[src/rtl/core/tcst_pkg.sv]
// Package for the touch contact slot tracker: sizes, codes and the structs
// passed between the controller and the slot cells. No dependencies.
package tcst_pkg;

  localparam int MAX_SLOTS = 10;
  localparam int IDX_W = (MAX_SLOTS > 1) ? $clog2(MAX_SLOTS) : 1;
  localparam int SLOT_W = 4;

  // Touch phase flag codes; any other value is dropped.
  localparam logic [2:0] FLAGS_DOWN = 3'd2;
  localparam logic [2:0] FLAGS_MOVE = 3'd1;
  localparam logic [2:0] FLAGS_UP = 3'd4;

  typedef enum logic [1:0] {
    CMD_TOUCH = 2'd0,
    CMD_PRESS = 2'd1,
    CMD_MOVE = 2'd2,
    CMD_RELEASE = 2'd3
  } cmd_t;

  typedef enum logic [1:0] {
    PH_BEGAN = 2'd0,
    PH_MOVED = 2'd1,
    PH_ENDED = 2'd2
  } phase_t;

  typedef enum logic [1:0] {
    ST_IDLE,
    ST_SCAN,
    ST_EXEC,
    ST_EMIT
  } state_t;

  // Search token that walks the cell chain one cell per cycle.
  typedef struct packed {
    logic valid;
    logic [31:0] id;
    logic found;
    logic [IDX_W-1:0] idx;
    logic have_free;
    logic [IDX_W-1:0] free_idx;
  } probe_t;

  // Write command broadcast to all cells; only the addressed cell acts.
  typedef struct packed {
    logic we;
    logic [IDX_W-1:0] idx;
    logic wr_id;
    logic wr_last;
    logic wr_start;
    logic set_act;
    logic clr_act;
    logic [31:0] id;
    logic [31:0] pt;
  } upd_t;

  // State that a cell shows to the controller.
  typedef struct packed {
    logic active;
    logic [31:0] start;
    logic [31:0] last;
  } cell_stat_t;

endpackage

[src/rtl/core/tcst_ifs.sv]
// Channel interfaces of the touch contact slot tracker: input items,
// result items and the configuration write channel. No dependencies.
interface tcst_in_if;
  logic valid;
  logic ready;
  logic [1:0] cmd;
  logic [2:0] touch_flags;
  logic is_primary;
  logic [31:0] contact_id;
  logic signed [15:0] pos_x;
  logic signed [15:0] pos_y;
  logic synthesized;
  logic left_held;

  modport source (output valid, cmd, touch_flags, is_primary, contact_id, pos_x, pos_y,
                  synthesized, left_held, input ready);
  modport sink (input valid, cmd, touch_flags, is_primary, contact_id, pos_x, pos_y,
                synthesized, left_held, output ready);
endinterface

interface tcst_out_if;
  logic valid;
  logic ready;
  logic [3:0] slot;
  logic [1:0] phase;
  logic signed [15:0] cur_x;
  logic signed [15:0] cur_y;
  logic signed [15:0] start_x;
  logic signed [15:0] start_y;

  modport source (output valid, slot, phase, cur_x, cur_y, start_x, start_y, input ready);
  modport sink (input valid, slot, phase, cur_x, cur_y, start_x, start_y, output ready);
endinterface

interface tcst_cfg_if;
  logic valid;
  logic ready;
  logic multitouch_enabled;

  modport source (output valid, multitouch_enabled, input ready);
  modport sink (input valid, multitouch_enabled, output ready);
endinterface

[src/rtl/core/touch_contact_slot_tracker.sv]
// Touch contact slot tracker top level: the controller and the row of slot cells.
// Depends on tcst_pkg, the channel interfaces, tcst_cell and tcst_ctrl.
// A non-primary touch report walks the search token through all MAX_SLOTS cells before its
// slot is decided; other requests go straight to the slot write.
// One request at a time: the next is taken once the result is in the output register or a
// dropped request has ended, and not while the result waits on a full output register.
// Reset (synchronous, active high) clears the active flags, the pointer history and the result
// valid, and sets multitouch on; no clearing pass.
module touch_contact_slot_tracker (
  input logic clk,
  input logic rst,
  tcst_in_if.sink item,
  tcst_out_if.source result,
  tcst_cfg_if.sink cfg
);

  tcst_pkg::probe_t probe [tcst_pkg::MAX_SLOTS+1];
  tcst_pkg::upd_t upd;
  tcst_pkg::cell_stat_t stat [tcst_pkg::MAX_SLOTS];

  tcst_ctrl u_ctrl (
    .clk(clk),
    .rst(rst),
    .item(item),
    .result(result),
    .cfg(cfg),
    .probe_head(probe[0]),
    .probe_tail(probe[tcst_pkg::MAX_SLOTS]),
    .upd(upd),
    .stat(stat)
  );

  // Row of slot cells; the search token passes one cell per cycle.
  for (genvar i = 0; i < tcst_pkg::MAX_SLOTS; i++) begin : g_cell
    tcst_cell u_cell (
      .clk(clk),
      .rst(rst),
      .slot_idx(tcst_pkg::IDX_W'(i)),
      .probe_in(probe[i]),
      .probe_out(probe[i+1]),
      .upd(upd),
      .stat(stat[i])
    );
  end

endmodule

[src/rtl/core/tcst_cell.sv]
// One contact slot cell: holds the slot state, takes part in the id search
// and applies broadcast writes. Depends on tcst_pkg.
module tcst_cell (
  input  logic clk,
  input  logic rst,
  input  logic [tcst_pkg::IDX_W-1:0] slot_idx,
  input  tcst_pkg::probe_t probe_in,
  output tcst_pkg::probe_t probe_out,
  input  tcst_pkg::upd_t upd,
  output tcst_pkg::cell_stat_t stat
);

  logic active;
  logic [31:0] contact;
  logic [31:0] start_xy;
  logic [31:0] last_xy;
  tcst_pkg::probe_t probe_next;
  logic hit;

  // Search step: slot 0 is reserved for the primary contact and only passes.
  always_comb begin
    probe_next = probe_in;
    if (probe_in.valid && (slot_idx != '0) && !probe_in.found) begin
      if (active && (contact == probe_in.id)) begin
        probe_next.found = 1'b1;
        probe_next.idx = slot_idx;
      end else if (!active && !probe_in.have_free) begin
        probe_next.have_free = 1'b1;
        probe_next.free_idx = slot_idx;
      end
    end
  end

  // Token register toward the next cell.
  always_ff @(posedge clk) begin
    if (rst) begin
      probe_out <= '0;
    end else begin
      probe_out <= probe_next;
    end
  end

  assign hit = upd.we && (upd.idx == slot_idx);

  // Active flag is control state and is cleared by reset.
  always_ff @(posedge clk) begin
    if (rst) begin
      active <= 1'b0;
    end else if (hit) begin
      if (upd.set_act) begin
        active <= 1'b1;
      end else if (upd.clr_act) begin
        active <= 1'b0;
      end
    end
  end

  // Slot payload, undefined until first written.
  always_ff @(posedge clk) begin
    if (hit) begin
      if (upd.wr_id) begin
        contact <= upd.id;
      end
      if (upd.wr_start) begin
        start_xy <= upd.pt;
      end
      if (upd.wr_last) begin
        last_xy <= upd.pt;
      end
    end
  end

  assign stat.active = active;
  assign stat.start = start_xy;
  assign stat.last = last_xy;

endmodule

[src/rtl/core/tcst_ctrl.sv]
// Controller of the touch contact slot tracker: takes requests, injects the
// search token, decides the slot write and drives the result register.
// Depends on tcst_pkg and the channel interfaces.
module tcst_ctrl (
  input  logic clk,
  input  logic rst,
  tcst_in_if.sink item,
  tcst_out_if.source result,
  tcst_cfg_if.sink cfg,
  output tcst_pkg::probe_t probe_head,
  input  tcst_pkg::probe_t probe_tail,
  output tcst_pkg::upd_t upd,
  input  tcst_pkg::cell_stat_t stat [tcst_pkg::MAX_SLOTS]
);

  tcst_pkg::state_t state;
  tcst_pkg::state_t state_next;

  tcst_pkg::cmd_t cmd_q;
  logic [2:0] flags_q;
  logic [31:0] id_q;
  logic [31:0] pt_q;
  logic synth_q;
  logic held_q;
  logic found_q;
  logic [tcst_pkg::IDX_W-1:0] idx_q;
  tcst_pkg::phase_t phase_q;
  tcst_pkg::phase_t phase_next;
  logic multitouch;
  logic ptr_seen;
  logic [31:0] ptr_last;

  logic accept;
  logic need_scan;
  logic take_tail;
  logic ptr_wr;
  logic out_free;
  logic load_out;
  logic emit;
  logic ph_ok;
  tcst_pkg::phase_t ph_dec;
  tcst_pkg::cell_stat_t sel;

  assign accept = item.valid && item.ready;
  assign need_scan = (tcst_pkg::cmd_t'(item.cmd) == tcst_pkg::CMD_TOUCH) && !item.is_primary;
  assign out_free = !result.valid || result.ready;
  assign sel = stat[idx_q];
  assign item.ready = (state == tcst_pkg::ST_IDLE);
  assign cfg.ready = 1'b1;

  // Search token enters the first cell in the cycle of the request.
  always_comb begin
    probe_head = '0;
    probe_head.valid = accept && need_scan;
    probe_head.id = item.contact_id;
  end

  // Touch phase decode from the exact flag value.
  always_comb begin
    ph_ok = 1'b1;
    ph_dec = tcst_pkg::PH_BEGAN;
    case (flags_q)
      tcst_pkg::FLAGS_DOWN: ph_dec = tcst_pkg::PH_BEGAN;
      tcst_pkg::FLAGS_MOVE: ph_dec = tcst_pkg::PH_MOVED;
      tcst_pkg::FLAGS_UP: ph_dec = tcst_pkg::PH_ENDED;
      default: ph_ok = 1'b0;
    endcase
  end

  // Next state, slot write and event decision.
  always_comb begin
    state_next = state;
    take_tail = 1'b0;
    ptr_wr = 1'b0;
    load_out = 1'b0;
    emit = 1'b0;
    phase_next = phase_q;
    upd = '0;
    upd.idx = idx_q;
    upd.id = id_q;
    upd.pt = pt_q;
    case (state)
      tcst_pkg::ST_IDLE: begin
        if (accept) begin
          state_next = need_scan ? tcst_pkg::ST_SCAN : tcst_pkg::ST_EXEC;
        end
      end
      tcst_pkg::ST_SCAN: begin
        if (probe_tail.valid) begin
          take_tail = 1'b1;
          state_next = tcst_pkg::ST_EXEC;
        end
      end
      tcst_pkg::ST_EXEC: begin
        case (cmd_q)
          tcst_pkg::CMD_TOUCH: begin
            if (ph_ok && found_q) begin
              upd.we = 1'b1;
              upd.wr_id = 1'b1;
              upd.wr_last = 1'b1;
              phase_next = ph_dec;
              case (ph_dec)
                tcst_pkg::PH_BEGAN: begin
                  emit = 1'b1;
                  if (sel.active) begin
                    phase_next = tcst_pkg::PH_MOVED;
                  end else begin
                    upd.set_act = 1'b1;
                    upd.wr_start = 1'b1;
                  end
                end
                tcst_pkg::PH_MOVED: emit = sel.active;
                default: begin
                  emit = sel.active;
                  upd.clr_act = sel.active;
                end
              endcase
            end
          end
          tcst_pkg::CMD_PRESS: begin
            if (!sel.active && !synth_q) begin
              upd.we = 1'b1;
              upd.set_act = 1'b1;
              upd.wr_start = 1'b1;
              upd.wr_last = 1'b1;
              emit = 1'b1;
              phase_next = tcst_pkg::PH_BEGAN;
            end
          end
          tcst_pkg::CMD_MOVE: begin
            if (!(ptr_seen && (ptr_last == pt_q))) begin
              ptr_wr = 1'b1;
              if (sel.active && !synth_q && held_q) begin
                upd.we = 1'b1;
                upd.wr_last = 1'b1;
                emit = 1'b1;
                phase_next = tcst_pkg::PH_MOVED;
              end
            end
          end
          default: begin
            if (sel.active && !synth_q) begin
              upd.we = 1'b1;
              upd.clr_act = 1'b1;
              upd.wr_last = 1'b1;
              emit = 1'b1;
              phase_next = tcst_pkg::PH_ENDED;
            end
          end
        endcase
        // With multitouch off only slot 0 reports.
        if (emit && ((idx_q == '0) || multitouch)) begin
          state_next = tcst_pkg::ST_EMIT;
        end else begin
          state_next = tcst_pkg::ST_IDLE;
        end
      end
      tcst_pkg::ST_EMIT: begin
        if (out_free) begin
          load_out = 1'b1;
          state_next = tcst_pkg::ST_IDLE;
        end
      end
      default: state_next = tcst_pkg::ST_IDLE;
    endcase
  end

  // State register.
  always_ff @(posedge clk) begin
    if (rst) begin
      state <= tcst_pkg::ST_IDLE;
    end else begin
      state <= state_next;
    end
  end

  // Control registers: configuration, pointer history, result valid.
  always_ff @(posedge clk) begin
    if (rst) begin
      multitouch <= 1'b1;
      ptr_seen <= 1'b0;
      result.valid <= 1'b0;
    end else begin
      if (cfg.valid && cfg.ready) begin
        multitouch <= cfg.multitouch_enabled;
      end
      if (ptr_wr) begin
        ptr_seen <= 1'b1;
      end
      if (load_out) begin
        result.valid <= 1'b1;
      end else if (result.ready) begin
        result.valid <= 1'b0;
      end
    end
  end

  // Request payload and working registers.
  always_ff @(posedge clk) begin
    if (accept) begin
      cmd_q <= tcst_pkg::cmd_t'(item.cmd);
      flags_q <= item.touch_flags;
      id_q <= item.contact_id;
      pt_q <= {item.pos_y, item.pos_x};
      synth_q <= item.synthesized;
      held_q <= item.left_held;
      found_q <= 1'b1;
      idx_q <= '0;
    end else if (take_tail) begin
      found_q <= probe_tail.found || probe_tail.have_free;
      idx_q <= probe_tail.found ? probe_tail.idx : probe_tail.free_idx;
    end
    if (ptr_wr) begin
      ptr_last <= pt_q;
    end
    phase_q <= phase_next;
  end

  // Result register, loaded from the slot after its write has landed.
  always_ff @(posedge clk) begin
    if (load_out) begin
      result.slot <= tcst_pkg::SLOT_W'(idx_q);
      result.phase <= phase_q;
      result.cur_x <= sel.last[15:0];
      result.cur_y <= sel.last[31:16];
      result.start_x <= sel.start[15:0];
      result.start_y <= sel.start[31:16];
    end
  end

`ifndef SYNTHESIS
  // The search token leaves the chain only while the controller waits for it.
  a_tail_in_scan: assert property (@(posedge clk) disable iff (rst)
    probe_tail.valid |-> state == tcst_pkg::ST_SCAN)
    else $error("search token left the chain outside of a scan");

  // A touch report with no slot found ends without an event.
  a_no_slot_drop: assert property (@(posedge clk) disable iff (rst)
    (state == tcst_pkg::ST_EXEC && cmd_q == tcst_pkg::CMD_TOUCH && !found_q)
    |=> state == tcst_pkg::ST_IDLE)
    else $error("touch report without a slot did not drop");

  // A loaded result names the slot that was worked on.
  a_slot_loaded: assert property (@(posedge clk) disable iff (rst)
    (state == tcst_pkg::ST_EMIT && out_free)
    |=> result.valid && result.slot == tcst_pkg::SLOT_W'($past(idx_q)))
    else $error("result slot does not match the worked slot");

  // A began event starts where it currently is.
  a_began_at_start: assert property (@(posedge clk) disable iff (rst)
    (result.valid && result.phase == tcst_pkg::PH_BEGAN)
    |-> (result.cur_x == result.start_x && result.cur_y == result.start_y))
    else $error("began event with current point off its start point");
`endif

endmodule
[src/flat_wrapper.sv]
// flat-port wrapper written by rule: the top's interface ports become plain ports
module touch_contact_slot_tracker_flat 
  (clk, rst, item_valid, item_cmd, item_touch_flags, item_is_primary, item_contact_id, item_pos_x, item_pos_y, item_synthesized, item_left_held, item_ready, result_valid, result_slot, result_phase, result_cur_x, result_cur_y, result_start_x, result_start_y, result_ready, cfg_valid, cfg_multitouch_enabled, cfg_ready);
  tcst_in_if item_i ();
  tcst_out_if result_i ();
  tcst_cfg_if cfg_i ();
  input logic clk;
  input logic rst;
  input wire logic [$bits(item_i.valid)-1:0] item_valid;
  input wire logic [$bits(item_i.cmd)-1:0] item_cmd;
  input wire logic [$bits(item_i.touch_flags)-1:0] item_touch_flags;
  input wire logic [$bits(item_i.is_primary)-1:0] item_is_primary;
  input wire logic [$bits(item_i.contact_id)-1:0] item_contact_id;
  input wire logic [$bits(item_i.pos_x)-1:0] item_pos_x;
  input wire logic [$bits(item_i.pos_y)-1:0] item_pos_y;
  input wire logic [$bits(item_i.synthesized)-1:0] item_synthesized;
  input wire logic [$bits(item_i.left_held)-1:0] item_left_held;
  output wire logic [$bits(item_i.ready)-1:0] item_ready;
  output wire logic [$bits(result_i.valid)-1:0] result_valid;
  output wire logic [$bits(result_i.slot)-1:0] result_slot;
  output wire logic [$bits(result_i.phase)-1:0] result_phase;
  output wire logic [$bits(result_i.cur_x)-1:0] result_cur_x;
  output wire logic [$bits(result_i.cur_y)-1:0] result_cur_y;
  output wire logic [$bits(result_i.start_x)-1:0] result_start_x;
  output wire logic [$bits(result_i.start_y)-1:0] result_start_y;
  input wire logic [$bits(result_i.ready)-1:0] result_ready;
  input wire logic [$bits(cfg_i.valid)-1:0] cfg_valid;
  input wire logic [$bits(cfg_i.multitouch_enabled)-1:0] cfg_multitouch_enabled;
  output wire logic [$bits(cfg_i.ready)-1:0] cfg_ready;
  assign item_i.valid = item_valid;
  assign item_i.cmd = item_cmd;
  assign item_i.touch_flags = item_touch_flags;
  assign item_i.is_primary = item_is_primary;
  assign item_i.contact_id = item_contact_id;
  assign item_i.pos_x = item_pos_x;
  assign item_i.pos_y = item_pos_y;
  assign item_i.synthesized = item_synthesized;
  assign item_i.left_held = item_left_held;
  assign item_ready = item_i.ready;
  assign result_valid = result_i.valid;
  assign result_slot = result_i.slot;
  assign result_phase = result_i.phase;
  assign result_cur_x = result_i.cur_x;
  assign result_cur_y = result_i.cur_y;
  assign result_start_x = result_i.start_x;
  assign result_start_y = result_i.start_y;
  assign result_i.ready = result_ready;
  assign cfg_i.valid = cfg_valid;
  assign cfg_i.multitouch_enabled = cfg_multitouch_enabled;
  assign cfg_ready = cfg_i.ready;
  touch_contact_slot_tracker u_core (.clk(clk), .rst(rst), .item(item_i), .result(result_i), .cfg(cfg_i));
endmodule
[config.mk]
export PLATFORM = sky130hd
export DESIGN_NAME = touch_contact_slot_tracker_flat
export DESIGN_NICKNAME = d
export VERILOG_FILES = /design/src/rtl/core/tcst_pkg.sv /design/src/rtl/core/tcst_ifs.sv /design/src/rtl/core/touch_contact_slot_tracker.sv /design/src/rtl/core/tcst_cell.sv /design/src/rtl/core/tcst_ctrl.sv /design/src/flat_wrapper.sv
export SDC_FILE = /design/constraint.sdc
export NUM_CORES = 2
export LEC_CHECK = 0
export ABC_AREA = 1
export BUFFER_PORTS_ARGS = -buffer_cell sky130_fd_sc_hd__buf_2
export CAP_MARGIN = 20
export CORE_MARGIN = 2
export CORE_UTILIZATION = 40
export DETAILED_ROUTE_END_ITERATION = 10
export PLACE_DENSITY = 0.53
export SLEW_MARGIN = 20
export SYNTH_ARGS = -nofsm -noshare
export SYNTH_HDL_FRONTEND = slang
export SYNTH_SLANG_ARGS = --single-unit
[constraint.sdc]
create_clock -name clk -period 3.8 [get_ports clk]
set_input_delay 0.19 -clock clk [delete_from_list [all_inputs] [get_ports clk]]
set_output_delay 0.19 -clock clk [all_outputs]
set_load 0.03 [all_outputs]
## Word level (Yosys, flattened, before mapping)

Index checks and enable logic that the tools add are counted.

- Order comparisons: 1
- Equality and inequality tests: 35
- Multiplexer cells: 88
- Bitwise logic cells: 1
- Reduce and logical (&&, ||, !) cells: 132

Operators by type and width:

| cell | count |
|---|---|
| $eq A32 B32 Y1 | 10 |
| $bmux W65 S4 | 1 |
| $mux W5 | 29 |
| $mux W65 | 2 |
| $mux W10 | 9 |
| $reduce_and A2 Y1 | 39 |
| $logic_and A1 B1 Y1 | 46 |
| $logic_not A1 Y1 | 31 |
| $mux W2 | 14 |
| $mux W1 | 23 |
| $eq A4 B3 Y1 const B | 4 |
| $ne A2 B2 Y1 const B | 6 |
| $pmux W1 S3 | 3 |
| $eq A4 B2 Y1 const B | 2 |
| $eq A4 B4 Y1 const B | 2 |
| $logic_not A2 Y1 | 4 |
| $pmux W2 S2 | 2 |
| $pmux W2 S4 | 1 |
| $eq A2 B1 Y1 const B | 3 |
| $eq A2 B2 Y1 const B | 3 |
| $pmux W2 S3 | 1 |
| $reduce_and A6 Y1 | 1 |
| $ge A5 B5 Y1 const B | 1 |
| $not A4 Y5 | 1 |
| other kinds (15) | 19 |

- Register bits after elaboration: 1,521
- Input port bits: 78
- Output and inout port bits: 73
- Word-level logic and storage cells: 375

## Logic depth before layout (Yosys ltp)

- Word-level depth: 13
- Depth in mapped cells: 15
- Depth with buffers taken out: 15

## Hierarchy

Synthesis repeated with hierarchy kept, for this count alone.

- Cells, all modules: 5,836
- Area, all modules: 61,559.0 µm²

Modules (own cells, without submodules):

| module | times used | cells each | area an instance (µm²) | sequential area each (µm²) |
|---|---|---|---|---|
| tcst_cell | 10 | 414 | 4,921.0 | 3,763.6 |
| tcst_ctrl | 1 | 1,694 | 12,341.8 | 5,455.2 |
| touch_contact_slot_tracker | 1 | 2 | 7.5 | 0.0 |

## Worst setup path before layout

Ideal clock, no wire load.

- Path type: register -> register
- Start point: reg u_core.u_ctrl.result.valid
- End point: reg u_core.u_ctrl.result.cur_x[0] (enable)
- Library setup time: 0.501 ns
- Arrival: 3.502 ns
- Data required time: 3.299 ns
- Slack: -0.203 ns
- Cell stages (with the launch flop): 4
- Clock period less this slack: 4.003 ns
- Path through: dfxtp_1 inv_1 nor2_1 nor2_1

- Cells in the longest elaborated chain, start to end: 4

RTL lines:

| element | RTL line | source |
|---|---|---|
| start: declaration | tcst_ifs.sv:31 | `modport source (output valid, slot, phase, cur_x, cur_y, start_x, start_y, input ready);` |
| start signal: assignment | tcst_ctrl.sv:182 | `result.valid <= 1'b0;` |
| start signal: assignment | tcst_ctrl.sv:191 | `result.valid <= 1'b1;` |
| start signal: assignment | tcst_ctrl.sv:193 | `result.valid <= 1'b0;` |
| $logic_not A1 Y1 | tcst_ctrl.sv:46 | `assign out_free = !result.valid \|\| result.ready;` |
| $logic_or A1 B1 Y1 | tcst_ctrl.sv:46 |  |
| $mux W1 | tcst_ctrl.sv:159 | `if (out_free) begin` |
| $mux W1 | tcst_ctrl.sv:82 | `case (state)` |
| via u_core.u_ctrl.load_out | tcst_ctrl.sv:38 | `logic load_out;` |
| end signal: assignment | tcst_ctrl.sv:224 | `result.cur_x <= sel.last[15:0];` |
| end: declaration | tcst_ifs.sv:31 |  |

The timed path passes the listed nets, and every way through them passes these cells.
A chain may end at the register's enable or synchronous reset.

## Worst setup path after layout

- Start point: reg u_core.u_ctrl.pt_q[30]
- End point: reg u_core.g_cell[2].u_cell.last_xy[15] (enable)

- Cells in the longest elaborated chain, start to end: 7
- Elaborated cells between the ends (all ways): 9

RTL lines:

| element | RTL line | source |
|---|---|---|
| start: declaration | tcst_ctrl.sv:22 | `logic [31:0] pt_q;` |
| start signal: assignment | tcst_ctrl.sv:204 | `pt_q <= {item.pos_y, item.pos_x};` |
| $eq A32 B32 Y1 * | tcst_ctrl.sv:131 | `if (!(ptr_seen && (ptr_last == pt_q))) begin` |
| $logic_and A1 B1 Y1 * | tcst_ctrl.sv:131 |  |
| $mux W1 * | tcst_ctrl.sv:131 |  |
| $pmux W1 S3 | tcst_ctrl.sv:95 | `case (cmd_q)` |
| $mux W1 | tcst_ctrl.sv:82 |  |
| $logic_and A1 B1 Y1 | tcst_cell.sv:43 | `assign hit = upd.we && (upd.idx == slot_idx);` |
| $reduce_and A2 Y1 (no source line) * | - |  |
| end signal: assignment | tcst_cell.sv:68 | `last_xy <= upd.pt;` |
| end: declaration | tcst_cell.sv:16 | `logic [31:0] last_xy;` |

Mark *: on every way between the ends. The rest lies on a longest branch, timed or not.

==> summary.txt <==
Setup path
  – Max incr delay on CP: 0.77 ns
  – Reg2Reg Capture Point: u_core.g_cell[2].u_cell.last_xy[15]$_DFFE_PP_
  – Max FO, Critical Path: 32
  – Top Family by Delay on Critical Path: simple AND/OR/NAND/NOR gates
  – CP Capture Type: flop
  – WP buf/inv: 2
  – Critical path class: flop to flop
  – WP data arrival: 3.69 ns
  – Setup slack, reg-to-reg: just under 0.5 ns
  – Startpoint Class: flop
  – CP endpoint: u_core.g_cell[2].u_cell.last_xy[15]$_DFFE_PP_
  – Worst Setup SP: u_core.u_ctrl.pt_q[30]$_DFFE_PP_
  – Req. time, crit path: 4.18 ns
  – R2R Path Start: u_core.u_ctrl.pt_q[30]$_DFFE_PP_
  – Crit-path cells: xor2_1 -> nor3_1 -> nand2_1 -> nor2_1 -> nand3_1 -> nand3_4 -> nand3_4 -> nand2_2 -> inv_2 -> nand2_1 -> inv_2
  – CP max stage cell: edfxtp_1
  – R2r worst-path depth: 11
  – Crit. path cell count: 11

STA
  – Min Hold Slack: 0.144 ns
  – Final setup fails: 0
  – Worst slew pin tran: 1.11 ns
  – Final Critical Period: around 3.3 ns
  – Clk_skew: 0.0286 ns
  – Final number of hold-violating endpoints: 0
  – Fmax: about 0.30 GHz
  – Relative slew slack: 0.256
  – Max Slew Vio Count: 0
  – RSZ-0062 raised after global routing: false
  – Setup TNS Final: 0 ns
  – Fin crit share: 0.871

Placed design
  – I/O Buffers: about 150
  – Placed cells: ~5700
  – Hpwl dp: 90100 um
  – Placer Congestion: around 0.84

Route
  – Drt first-iter violations: 2483
  – Antenna Nets Post-Route: 0
  – WL per Instance: 23.1 um
  – DRT Wirelength: 141000 um
  – DR vias: 30700
  – Total iterations of the first detailed-routing run: 8
  – DRC Markers: 0
  – DR vias/cell: a little over 5

Clocking
  – Clock latency on the worst-skew pair: 0.78 ns
  – H-tree depth: 4
  – CTS tree: done
  – Clock-pin slew on the worst setup and hold paths: 0.06 ns
  – Root Driver: clkbuf_16
  – Total CTS buffers: 153
  – Post-CTS sizing: 0
  – Maximum clock path buffer count: 3
  – Hold-fix buffers, CTS: 78
  – Post-CTS Repair Setup Buffers: 0
  – Clock sink count: 1487

Final layout
  – Commonest non-fill, non-tap cell in the layout: edfxtp_1
  – Commonest non-fill, non-tap cells in the layout: edfxtp_1, inv_1, nor2_1
  – Area occupied by multi-input gates: 0.00977 mm2
  – Sequential cell area: 0.0408 mm2
  – Final non-filler cell total: 6077
  – Filler cells: 11800
  – Share of post-route cells with drive strength above 1: 0.120
  – Layout area overhead: 17.1%
  – Final core occ: 0.471
  – Nets@finish: 4280

GRT
  – Largest net degree at the start of global routing: between 150 and 200
  – Global-route wire length before repair: 206000 um
  – Total GRT Usage: 0.208
  – GR Overflow Total: 0
  – Initial antenna violation count: 4
  – Vias in the first global route: 31200

Pwr
  – Leak Pwr: 21.5 nW
  – Power Dens Cells: 546 mW/mm2
  – Max VDD drop: 0.000523 V

Job
  – Max-capacitance violation count: 0

Min path
  – Min-delay worst type: primary input to flop

Logic synthesis
  – Post-synth EDFFs: roughly 1100
  – Synthesized area: 0.0528 mm2
  – Syn Area/Cell: 13.7 um2
  – Number of synthesized register bits: 1487
  – Dominant synthesized flop cell: edfxtp_1
  – Syn_nets: 3944
  – Synth warnings: 0
  – Seq/Total Area, Yosys: 0.773
  – Cells after Synth: 3862
  – Share of flip-flops with an asynchronous set or reset: 0
  – Post-synth cell types: approximately 50

Floorplan
  – Core box area: 0.131 mm2
  – Die area: 0.135 mm2
  – Site Rows: around 130
  – Die X: 367 um
  – # IOs: 151
  – Initial core utilization: 0.402
  – Die height: 367 um

Status
  – Outcome: finished, final reports clean
## where the power goes
part / internal (mW) / switching, mW
Combinational: 0.306 / 0.836
Sequential: 17.9 / 0.307
Clock: 8.26 / 6.13
Total: 26.4 / 7.27
## layout make-up
type	instances	share of cell area
inverters	468	0.0285
well taps	1755	0.0356
clock buffers	218	0.0707
clock inverters	60	0.00669
flip-flops and latches	1487	0.661
repair buffers	313	0.0396
multi-input cells	1775	0.158
diodes	1	0.0000405
## cell families after synthesis
logic type / count (synthesis) / share of synthesized area
buffers and inverters: 600 / 0.0434
other: 1 / 0.0000711
and+or+nand+nor: 892 / 0.0706
AOI/OAI and AO/OA: 712 / 0.0839
adders and majority gates: 4 / 0.000949
xor gates and xnor gates: 165 / 0.0274
muxes: 1 / 0.000213
DFF: 1487 / 0.773
## sequential cells by signal (all words and copies together) (netlist names), 3 cells and up
signal,cells
u_core.g_cell.u_cell.start_xy,320
u_core.g_cell.u_cell.contact,288
u_core.g_cell.u_cell.probe_out,364
u_core.g_cell.u_cell.last_xy,320
u_core.g_cell.u_cell.active,10
u_core.u_ctrl.result.cur_x,16
u_core.u_ctrl.flags_q,3
u_core.u_ctrl.ptr_last,32
u_core.u_ctrl.result.start_x,16
u_core.u_ctrl.result.start_y,16
u_core.u_ctrl.idx_q,4
u_core.u_ctrl.result.cur_y,16
u_core.u_ctrl.id_q,32
u_core.u_ctrl.result.slot,4
u_core.u_ctrl.pt_q,32
## routing by layer
metal | global-route usage | wire [um] | vias up
met3 | 0.0340 | 6900 | 239
met4 | 0.0813 | 5060 | 0
met1 | 0.263 | 58400 | 15300
li1 | - | - | 14300
met5 | 0 | 0 | -
met2 | 0.357 | 70200 | 875
## metrics by stage
step	setup slack, ns	total power [mW]	area [um2]
2_1_floorplan	0.500	18.9	52800
3_3_place_gp	0.489	19.6	56200
3_5_place_dp	0.459	19.6	56200
4_1_cts	0.452	34.0	61800
5_1_grt	0.244	34.7	61800
6_report	0.489	33.7	61800
## worst register-to-register path, stage by stage (launching register included)
cell and delay [ns]:
edfxtp_1 0.77, xor2_1 0.21, nor3_1 0.07, nand2_1 0.06
nor2_1 0.04, nand3_1 0.27, nand3_4 0.14, nand3_4 0.21
nand2_2 0.09, inv_2 0.17, nand2_1 0.15, inv_2 0.73
## Yosys cell counts, types with 2 or more instances
library cell  number  share of area
dfxtp_1          384           0.15
a211oi_1           8         0.0011
a2111oi_0          4        0.00066
nor3_1            23         0.0022
o2111ai_1         11         0.0018
nor3b_1            2        0.00028
nand4_1           47         0.0056
inv_1            464          0.033
a211o_1            6         0.0010
nor4_1            23         0.0027
buf_2              8        0.00076
o21a_1             3        0.00043
clkbuf_1         106         0.0075
xor2_1            86          0.014
o211ai_1           4        0.00057
a21oi_1          304          0.029
nand3b_1           2        0.00028
a22oi_1          256          0.036
nand3_1           29         0.0028
buf_4              2        0.00028
nand2_1          290          0.021
nand2_2            8        0.00095
o221ai_1           3        0.00050
o22ai_1           27         0.0032
xnor2_1           79          0.013
nand3_4            3         0.0010
a21oi_2            2        0.00033
ha_1               4        0.00095
nor2_1           448          0.032
inv_2              4        0.00028
nor2_2             2        0.00024
o21ai_0           69         0.0065
a221oi_1          12         0.0020
or2_2             10         0.0012
buf_1             13        0.00092
edfxtp_1        1103           0.63
## how the worst min path moves through the flow
stage	from	to	slack, ns	depth (start not counted)
floorplan	item_cmd[0]	u_core.u_ctrl.cmd_q[0]$_DFFE_PP_	0.29	0
global placement	item_pos_y[10]	u_core.u_ctrl.pt_q[26]$_DFFE_PP_	0.37	1
detailed placement	item_pos_y[10]	u_core.u_ctrl.pt_q[26]$_DFFE_PP_	0.37	1
CTS	item_contact_id[9]	u_core.u_ctrl.id_q[9]$_DFFE_PP_	0.07	2
global route	item_contact_id[7]	u_core.u_ctrl.id_q[7]$_DFFE_PP_	0.11	2
finish	item_contact_id[7]	u_core.u_ctrl.id_q[7]$_DFFE_PP_	0.14	2
(Power assumes the default switching activity.)
